==> src/rtl/alcar_pkg.sv <==
// Package for the associative line cache: op codes and sequencer states.
// No dependencies.
package alcar_pkg;
	typedef enum logic [2:0] {
		OP_READ  = 3'd0,
		OP_WRITE = 3'd1,
		OP_TICK  = 3'd2,
		OP_FLUSH = 3'd3,
		OP_MREAD = 3'd4,
		OP_MLOAD = 3'd5
	} op_t;

	typedef enum logic [3:0] {
		ST_IDLE,
		ST_LOOK,
		ST_WB_RD,
		ST_WB_WR,
		ST_FILL_RD,
		ST_FILL_WR,
		ST_ACCESS,
		ST_ACC_DONE,
		ST_MREAD,
		ST_FLUSH_SEL,
		ST_CLEAR,
		ST_OUT
	} state_t;
endpackage

==> src/rtl/alcar_ram.sv <==
// Generic simple dual-port synchronous RAM (one write port, one read port) with a registered read.
// No dependencies.
module alcar_ram #(
	parameter int WIDTH = 16,
	parameter int DEPTH = 128
) (
	input  logic                     clk,
	input  logic                     we,
	input  logic [$clog2(DEPTH)-1:0] waddr,
	input  logic [WIDTH-1:0]         wdata,
	input  logic [$clog2(DEPTH)-1:0] raddr,
	output logic [WIDTH-1:0]         rdata
);
	logic [WIDTH-1:0] mem [DEPTH];

	always_ff @(posedge clk) begin
		if (we)
			mem[waddr] <= wdata;
		rdata <= mem[raddr];
	end
endmodule

==> src/rtl/assoc_line_cache_age_replace_unit.sv <==
// Top level of the associative line cache with age-based replacement.
// Uses alcar_pkg and alcar_ram (line data store and backing store).
// A read or write that misses first writes back the victim line if it is valid, then fills the line;
// a flush writes back every valid dirty line to the backing store.
// One item at a time: the next item is taken only after the result has been accepted.
// Reset clears tags, valid, dirty and ages at once; a pass then zeroes both RAMs, one word a cycle,
// before the first item is taken.
module assoc_line_cache_age_replace_unit #(
	parameter int LINES          = 5,
	parameter int WORDS_PER_LINE = 10,
	parameter int MEM_WORDS      = 128,
	parameter int WORD_BITS      = 16,
	parameter int AGE_BITS       = 16
) (
	input  logic                 clk,
	input  logic                 arst_n,
	input  logic                 in_valid,
	output logic                 in_ready,
	input  logic [2:0]           op,
	input  logic [6:0]           addr,
	input  logic [15:0]          wdata,
	output logic                 out_valid,
	input  logic                 out_ready,
	output logic [15:0]          rdata,
	output logic                 miss
);
	localparam int LB     = (LINES > 1) ? $clog2(LINES) : 1;
	localparam int OB     = $clog2(WORDS_PER_LINE);
	localparam int CDEPTH = LINES * WORDS_PER_LINE;
	localparam int CB     = $clog2(CDEPTH);
	localparam int MB     = $clog2(MEM_WORDS);
	localparam int ROWB   = 8;
	localparam int EB     = ((MB > CB) ? MB : CB) + 1;
	localparam logic [AGE_BITS-1:0] AGE_MAX = '1;

	alcar_pkg::state_t state_q, state_d;

	logic [2:0]          op_q;
	logic [6:0]          addr_q;
	logic [WORD_BITS-1:0] wdata_q;
	logic [ROWB-1:0]     row_q;
	logic [OB-1:0]       off_q;
	logic [LB-1:0]       line_q;
	logic [OB:0]         w_q;
	logic [EB-1:0]       clr_q;
	logic                miss_q;
	logic [15:0]         rdata_q;

	logic [ROWB-1:0]     tag_q   [LINES];
	logic                valid_q [LINES];
	logic                dirty_q [LINES];
	logic [AGE_BITS-1:0] age_q   [LINES];

	// RAM ports
	logic                 c_we, m_we;
	logic [CB-1:0]        c_waddr, c_raddr;
	logic [MB-1:0]        m_waddr, m_raddr;
	logic [WORD_BITS-1:0] c_wdata, m_wdata, c_rdata, m_rdata;

	alcar_ram #(.WIDTH(WORD_BITS), .DEPTH(CDEPTH)) u_lines (
		.clk(clk), .we(c_we), .waddr(c_waddr), .wdata(c_wdata),
		.raddr(c_raddr), .rdata(c_rdata));
	alcar_ram #(.WIDTH(WORD_BITS), .DEPTH(MEM_WORDS)) u_mem (
		.clk(clk), .we(m_we), .waddr(m_waddr), .wdata(m_wdata),
		.raddr(m_raddr), .rdata(m_rdata));

	// row and word offset of the incoming address by constant compares
	logic [ROWB-1:0] in_row;
	logic [OB-1:0]   in_off;
	always_comb begin
		in_row = '0;
		for (int r = 1; r * WORDS_PER_LINE < 128; r++)
			if (32'(addr) >= r * WORDS_PER_LINE) in_row = ROWB'(r);
		in_off = OB'(32'(addr) - 32'(in_row) * WORDS_PER_LINE);
	end

	// lookup and victim search over the small tag array
	logic          hit;
	logic [LB-1:0] hit_line, vic_line, fl_line;
	logic          fl_any;
	always_comb begin
		logic found_inv;
		logic [AGE_BITS-1:0] best;
		hit = 1'b0;
		hit_line = '0;
		found_inv = 1'b0;
		vic_line = '0;
		best = age_q[0];
		fl_any = 1'b0;
		fl_line = '0;
		for (int k = 0; k < LINES; k++) begin
			if (!hit && valid_q[k] && tag_q[k] == row_q) begin
				hit = 1'b1;
				hit_line = LB'(k);
			end
			if (!fl_any && valid_q[k] && dirty_q[k]) begin
				fl_any = 1'b1;
				fl_line = LB'(k);
			end
		end
		for (int k = 0; k < LINES; k++)
			if (!found_inv && !valid_q[k]) begin
				found_inv = 1'b1;
				vic_line = LB'(k);
			end
		if (!found_inv)
			for (int k = 1; k < LINES; k++)
				if (age_q[k] > best) begin
					best = age_q[k];
					vic_line = LB'(k);
				end
	end

	// word addresses
	logic [EB+ROWB-1:0] wb_addr, fill_addr;
	logic [CB+LB-1:0]   cline_addr, cacc_addr;
	assign wb_addr    = (EB+ROWB)'(tag_q[line_q]) * (EB+ROWB)'(WORDS_PER_LINE)
		+ (EB+ROWB)'(w_q);
	assign fill_addr  = (EB+ROWB)'(row_q) * (EB+ROWB)'(WORDS_PER_LINE)
		+ (EB+ROWB)'(w_q);
	assign cline_addr = (CB+LB)'(line_q) * (CB+LB)'(WORDS_PER_LINE) + (CB+LB)'(w_q);
	assign cacc_addr  = (CB+LB)'(line_q) * (CB+LB)'(WORDS_PER_LINE) + (CB+LB)'(off_q);

	logic wb_in, fill_in, addr_in;
	assign wb_in   = wb_addr < (EB+ROWB)'(MEM_WORDS);
	assign fill_in = fill_addr < (EB+ROWB)'(MEM_WORDS);
	assign addr_in = 32'(addr_q) < MEM_WORDS;

	logic last_w;
	assign last_w = w_q == (OB+1)'(WORDS_PER_LINE - 1);

	assign in_ready  = state_q == alcar_pkg::ST_IDLE;
	assign out_valid = state_q == alcar_pkg::ST_OUT;
	assign rdata     = rdata_q;
	assign miss      = miss_q;

	always_comb begin
		state_d = state_q;
		c_we = 1'b0;
		m_we = 1'b0;
		c_waddr = cline_addr[CB-1:0];
		c_raddr = cline_addr[CB-1:0];
		c_wdata = m_rdata;
		m_waddr = wb_addr[MB-1:0];
		m_raddr = fill_addr[MB-1:0];
		m_wdata = c_rdata;
		case (state_q)
			alcar_pkg::ST_CLEAR: begin
				c_we = 32'(clr_q) < CDEPTH;
				m_we = 1'b1;
				c_waddr = clr_q[CB-1:0];
				m_waddr = clr_q[MB-1:0];
				c_wdata = '0;
				m_wdata = '0;
				if (32'(clr_q) == MEM_WORDS - 1 || 32'(clr_q) == CDEPTH - 1)
					if (32'(clr_q) >= MEM_WORDS - 1 && 32'(clr_q) >= CDEPTH - 1)
						state_d = alcar_pkg::ST_IDLE;
			end
			alcar_pkg::ST_IDLE: if (in_valid) state_d = alcar_pkg::ST_LOOK;
			alcar_pkg::ST_LOOK: begin
				case (op_q)
					alcar_pkg::OP_READ, alcar_pkg::OP_WRITE:
						state_d = hit ? alcar_pkg::ST_ACCESS :
							(valid_q[vic_line] ? alcar_pkg::ST_WB_RD :
							alcar_pkg::ST_FILL_RD);
					alcar_pkg::OP_FLUSH:
						state_d = alcar_pkg::ST_FLUSH_SEL;
					alcar_pkg::OP_MREAD: begin
						m_raddr = MB'(addr_q);
						state_d = alcar_pkg::ST_MREAD;
					end
					alcar_pkg::OP_MLOAD: begin
						m_we = addr_in;
						m_waddr = MB'(addr_q);
						m_wdata = wdata_q;
						state_d = alcar_pkg::ST_OUT;
					end
					default: state_d = alcar_pkg::ST_OUT;
				endcase
			end
			alcar_pkg::ST_FLUSH_SEL:
				state_d = fl_any ? alcar_pkg::ST_WB_RD : alcar_pkg::ST_OUT;
			alcar_pkg::ST_WB_RD: state_d = alcar_pkg::ST_WB_WR;
			alcar_pkg::ST_WB_WR: begin
				m_we = wb_in;
				if (last_w)
					state_d = (op_q == alcar_pkg::OP_FLUSH) ? alcar_pkg::ST_FLUSH_SEL
						: alcar_pkg::ST_FILL_RD;
				else
					state_d = alcar_pkg::ST_WB_RD;
			end
			alcar_pkg::ST_FILL_RD: state_d = alcar_pkg::ST_FILL_WR;
			alcar_pkg::ST_FILL_WR: begin
				c_we = 1'b1;
				c_wdata = fill_in ? m_rdata : '0;
				state_d = last_w ? alcar_pkg::ST_ACCESS : alcar_pkg::ST_FILL_RD;
			end
			alcar_pkg::ST_ACCESS: begin
				c_raddr = cacc_addr[CB-1:0];
				c_waddr = cacc_addr[CB-1:0];
				c_wdata = wdata_q;
				c_we = op_q == alcar_pkg::OP_WRITE;
				state_d = alcar_pkg::ST_ACC_DONE;
			end
			alcar_pkg::ST_ACC_DONE: state_d = alcar_pkg::ST_OUT;
			alcar_pkg::ST_MREAD: state_d = alcar_pkg::ST_OUT;
			alcar_pkg::ST_OUT: if (out_ready) state_d = alcar_pkg::ST_IDLE;
			default: state_d = alcar_pkg::ST_IDLE;
		endcase
	end

	always_ff @(posedge clk or negedge arst_n) begin
		if (!arst_n) begin
			state_q <= alcar_pkg::ST_CLEAR;
			clr_q <= '0;
			w_q <= '0;
			miss_q <= 1'b0;
			for (int k = 0; k < LINES; k++) begin
				tag_q[k] <= '0;
				valid_q[k] <= 1'b0;
				dirty_q[k] <= 1'b0;
				age_q[k] <= '0;
			end
		end else begin
			state_q <= state_d;
			case (state_q)
				alcar_pkg::ST_CLEAR: clr_q <= clr_q + 1'b1;
				alcar_pkg::ST_IDLE: if (in_valid) begin
					op_q <= op;
					addr_q <= addr;
					wdata_q <= WORD_BITS'(wdata);
					row_q <= in_row;
					off_q <= in_off;
					miss_q <= 1'b0;
					rdata_q <= '0;
					w_q <= '0;
				end
				alcar_pkg::ST_LOOK: begin
					if (op_q == alcar_pkg::OP_TICK)
						for (int k = 0; k < LINES; k++)
							if (age_q[k] != AGE_MAX) age_q[k] <= age_q[k] + 1'b1;
					if (op_q == alcar_pkg::OP_READ || op_q == alcar_pkg::OP_WRITE) begin
						line_q <= hit ? hit_line : vic_line;
						miss_q <= !hit;
					end
				end
				alcar_pkg::ST_FLUSH_SEL: begin
					line_q <= fl_line;
					w_q <= '0;
				end
				alcar_pkg::ST_WB_WR: begin
					if (last_w) begin
						w_q <= '0;
						if (op_q == alcar_pkg::OP_FLUSH) dirty_q[line_q] <= 1'b0;
					end else
						w_q <= w_q + 1'b1;
				end
				alcar_pkg::ST_FILL_WR: begin
					if (last_w) begin
						w_q <= '0;
						tag_q[line_q] <= row_q;
						valid_q[line_q] <= 1'b1;
						dirty_q[line_q] <= 1'b0;
					end else
						w_q <= w_q + 1'b1;
				end
				alcar_pkg::ST_ACCESS: begin
					age_q[line_q] <= '0;
					if (op_q == alcar_pkg::OP_WRITE) dirty_q[line_q] <= 1'b1;
				end
				alcar_pkg::ST_ACC_DONE:
					if (op_q == alcar_pkg::OP_READ) rdata_q <= 16'(c_rdata);
				alcar_pkg::ST_MREAD:
					rdata_q <= addr_in ? 16'(m_rdata) : '0;
				default: ;
			endcase
		end
	end
endmodule

==> config.mk <==
export PLATFORM = sky130hd
export DESIGN_NAME = assoc_line_cache_age_replace_unit
export DESIGN_NICKNAME = d
export VERILOG_FILES = /design/src/rtl/alcar_pkg.sv /design/src/rtl/alcar_ram.sv /design/src/rtl/assoc_line_cache_age_replace_unit.sv
export SDC_FILE = /design/constraint.sdc
export NUM_CORES = 2
export LEC_CHECK = 0
export ABC_AREA = 1
export BUFFER_PORTS_ARGS = -buffer_cell sky130_fd_sc_hd__buf_4
export CAP_MARGIN = 15
export CORE_ASPECT_RATIO = 1.4
export CORE_UTILIZATION = 30
export CTS_CLUSTER_DIAMETER = 80
export CTS_CLUSTER_SIZE = 8
export DETAILED_ROUTE_END_ITERATION = 16
export PLACE_DENSITY = 0.47
export SYNTH_ARGS = -nofsm -noshare
export SYNTH_HDL_FRONTEND = slang
export SYNTH_SLANG_ARGS = --single-unit
export TNS_END_PERCENT = 1
==> constraint.sdc <==
create_clock -name clk -period 8.6 [get_ports clk]
set_clock_uncertainty 0.2 [all_clocks]
set_input_delay 1.72 -clock clk [delete_from_list [all_inputs] [get_ports clk]]
set_output_delay 1.72 -clock clk [all_outputs]
set_load 0.005 [all_outputs]
; Yosys cells after proc, flatten, opt, wreduce, memory -nomap -nowiden
; Memories as Yosys holds them, arrays and structs flattened. A register that Yosys moved wholly into a read port is not among the register bits.
; Index checks and enable logic that the tools add are counted.
[op_classes]
muxes = 116
reduce_logical = 66
addsub = 12
n_eq_ne = 45
bitwise = 8
multipliers = 4
magnitude_cmp = 24
[ops]
columns = operator, count
row1 = $mux 16, 16
row2 = $pmux 80 s2, 1
row3 = $pmux 16 s3, 2
row4 = $add 16x1->16 const B, 5
row5 = $and 80x80->80, 1
row6 = $mux 8, 10
row7 = $mux 80, 1
row8 = $ne 16x16->1 const B, 5
row9 = $not 80->80, 1
row10 = $gt 16x16->1, 4
row11 = $mux 3, 20
row12 = $demux 16 s3, 1
row13 = $pmux 4 s11, 1
row14 = $ge 7x7->1 const B, 6
row15 = $bwmux 40, 1
row16 = $eq 8x8->1, 5
row17 = $pmux 16 s2, 1
row18 = $mux 5, 6
row19 = $ne 2x2->1 const B, 15
row20 = $pmux 5 s3, 2
row21 = $mux 1, 29
row22 = $mux 4, 7
row23 = $add 12x5->13, 2
row24 = $lt 13x8->1 const B, 2
row25 = other kinds (56), 131
[totals]
memories = 2
out_inout_bits = 19
wordCells = 308
inputBits = 30
reg_bits = 205
mem_bits_rw = 2848
[mem_list]
columns = name, depth, word_bits, rd, rd_clocked_by_memory_dff, wr, line
row1 = u_mem.mem, 128, 16, 1, 1, 1, alcar_ram.sv:14  ; logic [WIDTH-1:0] mem [DEPTH];
row2 = u_lines.mem, 50, 16, 1, 1, 1, alcar_ram.sv:14

; Depth between registers and ports, before layout
[logic_depth]
depth_word = 30
ltp_mapped = 58
ltp_nobuf = 55

; Cells and area by module
; A second synthesis with hierarchy kept.
[hier_totals]
cells_unflattened = 11168
area_unflattened_um2 = 128280.5
[by_module_without_submodules]
columns = mod, area_each_um2, cells_each, seq_area_each_um2, instances
row1 = alcar_ram (u_mem), 82828.2, 6793, 61819.3, 1
row2 = alcar_ram (u_lines), 32783.9, 2749, 24343.3, 1
row3 = assoc_line_cache_age_replace_unit, 12668.4, 1626, 4767.1, 1

; Worst setup path before layout
; No wires, ideal clock.
[synth_timing]
kind = reg2reg
from = register state_q[1]
to = memory u_mem.mem[0][0], data pin
setup_ns = 1.198
path_stages_with_launch = 10
period_less_slack_ns = 8.080
slack_ns = 0.520
t_required_ns = 7.202
arrival_ns = 6.683
n_path_buf = 1
cell_sequence = dfstp_2 -> inv_2 -> nand2_2 -> nor2_8 -> nand2_1 -> inv_1 -> nor2_2 -> inv_1 -> clkbuf_1 -> o21ai_0
[synth_between]
elab_chain_cells = 2
elab_cells_between_ends = 3
cone_classes = eq/ne: 2 / mux: 1
[synth_lines]
columns = item, line
row1 = from (decl), assoc_line_cache_age_replace_unit.sv:36  ; alcar_pkg::state_t state_q, state_d;
row2 = from (signal assigned), assoc_line_cache_age_replace_unit.sv:214  ; state_q <= alcar_pkg::ST_CLEAR;
row3 = from (signal assigned), assoc_line_cache_age_replace_unit.sv:225  ; state_q <= state_d;
row4 = $eq 4x1->1 / $eq 4x4->1 (equally long branches), assoc_line_cache_age_replace_unit.sv:147  ; case (state_q)
row5 = $pmux 16 s2 (*), assoc_line_cache_age_replace_unit.sv:147
row6 = via m_wdata[0], assoc_line_cache_age_replace_unit.sv:58  ; logic [WORD_BITS-1:0] c_wdata, m_wdata, c_rdata, m_rdata;
row7 = to (decl), alcar_ram.sv:14
; Mark *: on every way through the listed nets, which the timed path passes. The rest lies on a longest branch.

; Worst setup path after layout
[layout_timing]
from = register age_q[77] (netlist name)
to = register line_q[0], data pin
[layout_between]
elab_chain_cells = 15
elab_cells_between_ends = 18
cone_classes = order compare: 4 / mux: 14
[layout_lines]
columns = item, line
row1 = from (decl), assoc_line_cache_age_replace_unit.sv:52  ; logic [AGE_BITS-1:0] age_q [LINES];
row2 = "from (signal, indexed assignment)", assoc_line_cache_age_replace_unit.sv:222  ; age_q[k] <= '0;
row3 = "from (signal, indexed assignment)", assoc_line_cache_age_replace_unit.sv:268  ; age_q[line_q] <= '0;
row4 = $gt 16x16->1, assoc_line_cache_age_replace_unit.sv:108  ; if (age_q[k] > best) begin
row5 = $mux 16, assoc_line_cache_age_replace_unit.sv:108
row6 = $mux 16, assoc_line_cache_age_replace_unit.sv:106  ; if (!found_inv)
row7 = $gt 16x16->1, assoc_line_cache_age_replace_unit.sv:108
row8 = $mux 16, assoc_line_cache_age_replace_unit.sv:108
row9 = $mux 16, assoc_line_cache_age_replace_unit.sv:106
row10 = $gt 16x16->1, assoc_line_cache_age_replace_unit.sv:108
row11 = $mux 16, assoc_line_cache_age_replace_unit.sv:108
row12 = $mux 16, assoc_line_cache_age_replace_unit.sv:106
row13 = $gt 16x16->1, assoc_line_cache_age_replace_unit.sv:108
row14 = $mux 3 (*), assoc_line_cache_age_replace_unit.sv:108
row15 = $mux 3 (*), assoc_line_cache_age_replace_unit.sv:106
row16 = $mux 3 (*), assoc_line_cache_age_replace_unit.sv:243  ; line_q <= hit ? hit_line : vic_line;
row17 = $mux 3 (*), assoc_line_cache_age_replace_unit.sv:242  ; if (op_q == alcar_pkg::OP_READ || op_q == alcar_pkg::OP_WRITE) begin
row18 = $pmux 3 s2 (*), assoc_line_cache_age_replace_unit.sv:226  ; case (state_q)
row19 = to (signal assigned), assoc_line_cache_age_replace_unit.sv:243
row20 = to (signal assigned), assoc_line_cache_age_replace_unit.sv:248  ; line_q <= fl_line;
row21 = to (decl), assoc_line_cache_age_replace_unit.sv:43  ; logic [LB-1:0] line_q;
; Mark *: on every way between the ends. The rest lies on a longest branch, timed or not. The select of a mux whose other input is x is not followed.
; A chain may end at the register's enable or synchronous reset.

==> results.cfg <==
[setup_path]
crit_required_ns = 9.08
critPathArrivalTime_ns = 8.14
cp_common_cell = nand2_1
startpoint_type = register
worstSetupPathType = register to register
crit_path_max_fanout = 25
slowest_stage = a2111oi_0
cp-end-kind = register
critPathMaxStageDelay_ns = 0.47

[global_route]
grt_max_degree = 213
grt_pass1_vias = 83500
antenna_found_initial = 14
overflow = 0
grt_usage_pct = 19.1
grt_first_pass_wirelength_um = 592000

[placement]
hpwl_um = 236000
dp_cells = 15400
place_congestion = 0.892
port_buffers = 48
dp_slack_ns = 0.594

[finish]
layout_commonest_cell = edfxtp_1
area_delta_synth_final_pct = 15.3
layout_common_cells = edfxtp_1, nor2_1, o21ai_0, o22ai_1, nand2_1
fin_cells = 15900
layout-drive-gt1-share_pct = 8.57
fin_nets = 10400

[routing]
drc = 0
vias = 84700
vias_per_cell = 5.32
totalWireLength_um = 412000
avgRoutedWirePerCell_um = 25.9
drt_iter0_markers = 8260
postRouteAntennaNets = 0
drtPass1Iterations = 6

[synth]
synth_cells = 10100
ys_types = 67
synth_nets = 10300
synth-async-reset-ratio_pct = 4.18
yosysSeqAreaShare_pct = 72.7
synth_warnings = 0
synth-seq-cells = 3060
synth_area_leaders = edfxtp_1, o21ai_0, nor2_1
yosys.area.top_type_share_pct = 69.6
synth-main-ff-cell = edfxtp_1
synth_area_um2 = 125000
syn_avg_cell_area_um2 = 12.3
synth_edf_count = 2900
yosys.area.top_type = edfxtp_1

[clocking]
cts_post_setup_buffers_inserted = 0
clock_path_buffers = 4
cts_buffers = 424
clk_pin_slew_ns = 0.06
cts_htree_levels = 5
cts_root_buf = clkbuf_16
clkSinkCount = 3060
cts_tree = done
clock_latency_ns = 0.94

[pwr]
power_density_nw_per_um2 = 392
power.leakage_uw = 0.0470
power_uw = 56600
peakVddDrop_uv = 376

[sta]
period_share_pct = 89.0
slew_headroom_pct = 10.7
fin_crit_ns = 7.66
slew_violations = 0
setup_viol = 0
worstMarginPinSlew_ns = 1.33
hold_viol = 0
finalSetupTns_ns = 0
grt_setup_unrepaired = no
setup_ws_ns = 0.942
fmax_ghz = 0.131

[min_path]
min_path_type = register to register

[die]
rows = 280
ioPinCount = 49
fp.dieH_um = 766
dieArea_um2 = 420000
die_x_um = 548
core_um2 = 415000
initial_core_util_pct = 30.1

[outcome]
status = complete, no violations

[run]
drv_cap = 0
-- synth_stat cells (all sizes together), types with 9 or more instances --
master and instances:
nand4 17, nand2 610, ha 98, xor2 11, o21ai 1895, buf 179
nand3 195, inv 284, clkbuf 473, o22ai 763, a22oi 9, dfrtp 126
nor3 50, edfxtp 2900, o221ai 89, a31oi 23, nor4 9, dfxtp 32
a221oi 9, a21oi 149, nor2 2031, a32oi 9, o21a 10, o211ai 104
-- final timing paths --
path,from,to,slack (ns),cells after the start
worst min register to register,tag_q[11]$_DFFE_PN0P_,tag_q[11]$_DFFE_PN0P_,0.29,2
worst min-delay path,tag_q[11]$_DFFE_PN0P_,tag_q[11]$_DFFE_PN0P_,0.29,2
worst max-delay path,age_q[77]$_DFFE_PN0P_,line_q[0]$_DFFE_PP_,0.94,44
max in group asynchronous,arst_n,tag_q[10]$_DFFE_PN0P_,6.20,2
min in group asynchronous,arst_n,age_q[72]$_DFFE_PN0P_,0.59,1
worst max register to register,age_q[77]$_DFFE_PN0P_,line_q[0]$_DFFE_PP_,0.94,44
-- stage by stage --
step           utilization (%)  cell area [um^2]  hold WS (ns)
2_1_floorplan                -            125000         0.250
3_3_place_gp              32.0            133000         0.271
3_5_place_dp              32.0            133000         0.276
4_1_cts                   34.7            144000         0.289
5_1_grt                   34.7            144000         0.321
6_report                  34.7            144000         0.289
-- final cells by class --
cell class | instances | area (um^2)
clock inverters | 15 | 233
clock buffers | 545 | 11200
inverters | 289 | 1130
repair buffers | 361 | 3150
flip-flops and latches | 3060 | 90900
diodes | 3 | 7.51
fillers | 40400 | 271000
well taps | 5499 | 6880
multi-input cells | 6147 | 30700
-- sequential cells by signal (all words and copies together), names as in the netlist, 8 cells and up, named ones only --
name / cells
tag_q: 20
u_mem.rdata: 16
rdata: 16
clr_q: 8
u_lines.mem: 800
wdata_q: 16
u_mem.mem: 2048
age_q: 80
u_lines.rdata: 16
-- critical path, delay by kind of cell, from the launching register on --
kind | cells | cell delay, ns
and+or+nand+nor | 25 | 2.65
AOI/OAI and AO/OA | 9 | 1.99
adders and majority gates | 4 | 1.14
DFF | 1 | 0.42
buffers and inverters | 6 | 1.01
-- power by group --
group	switching [uW]	total [uW]	internal (uW)
Combinational	17100	21800	4740
Clock	6080	15000	8930
Sequential	300	19800	19500
Total	23500	56600	33100
-- cells by family after synthesis --
group                    synth area share (%)
AO/OA/AOI/OAI                            13.9
XOR/XNOR                                0.133
adder cells (fa/ha/maj)                  1.09
buffers and inverters                    3.05
flip-flops                               72.7
multiplexers                           0.0400
AND/OR/NAND/NOR                          9.13
-- layer usage --
layer	vias up	track usage, %	share of wire [%]
met2	3133	32.1	48
met4	4	9.33	5.2
li1	37700	-	-
met1	43200	23.9	40
met5	-	0	0.0065
met3	732	2.72	5.9
-- timing repair --
item | CTS | global route
hold endpoints to repair | 0 | 0
endpoints found under the setup margin | 0 | 3
gates resized for setup | 0 | 7
hold buffers | 0 | 0
Power figures use the tool's default switching activity.
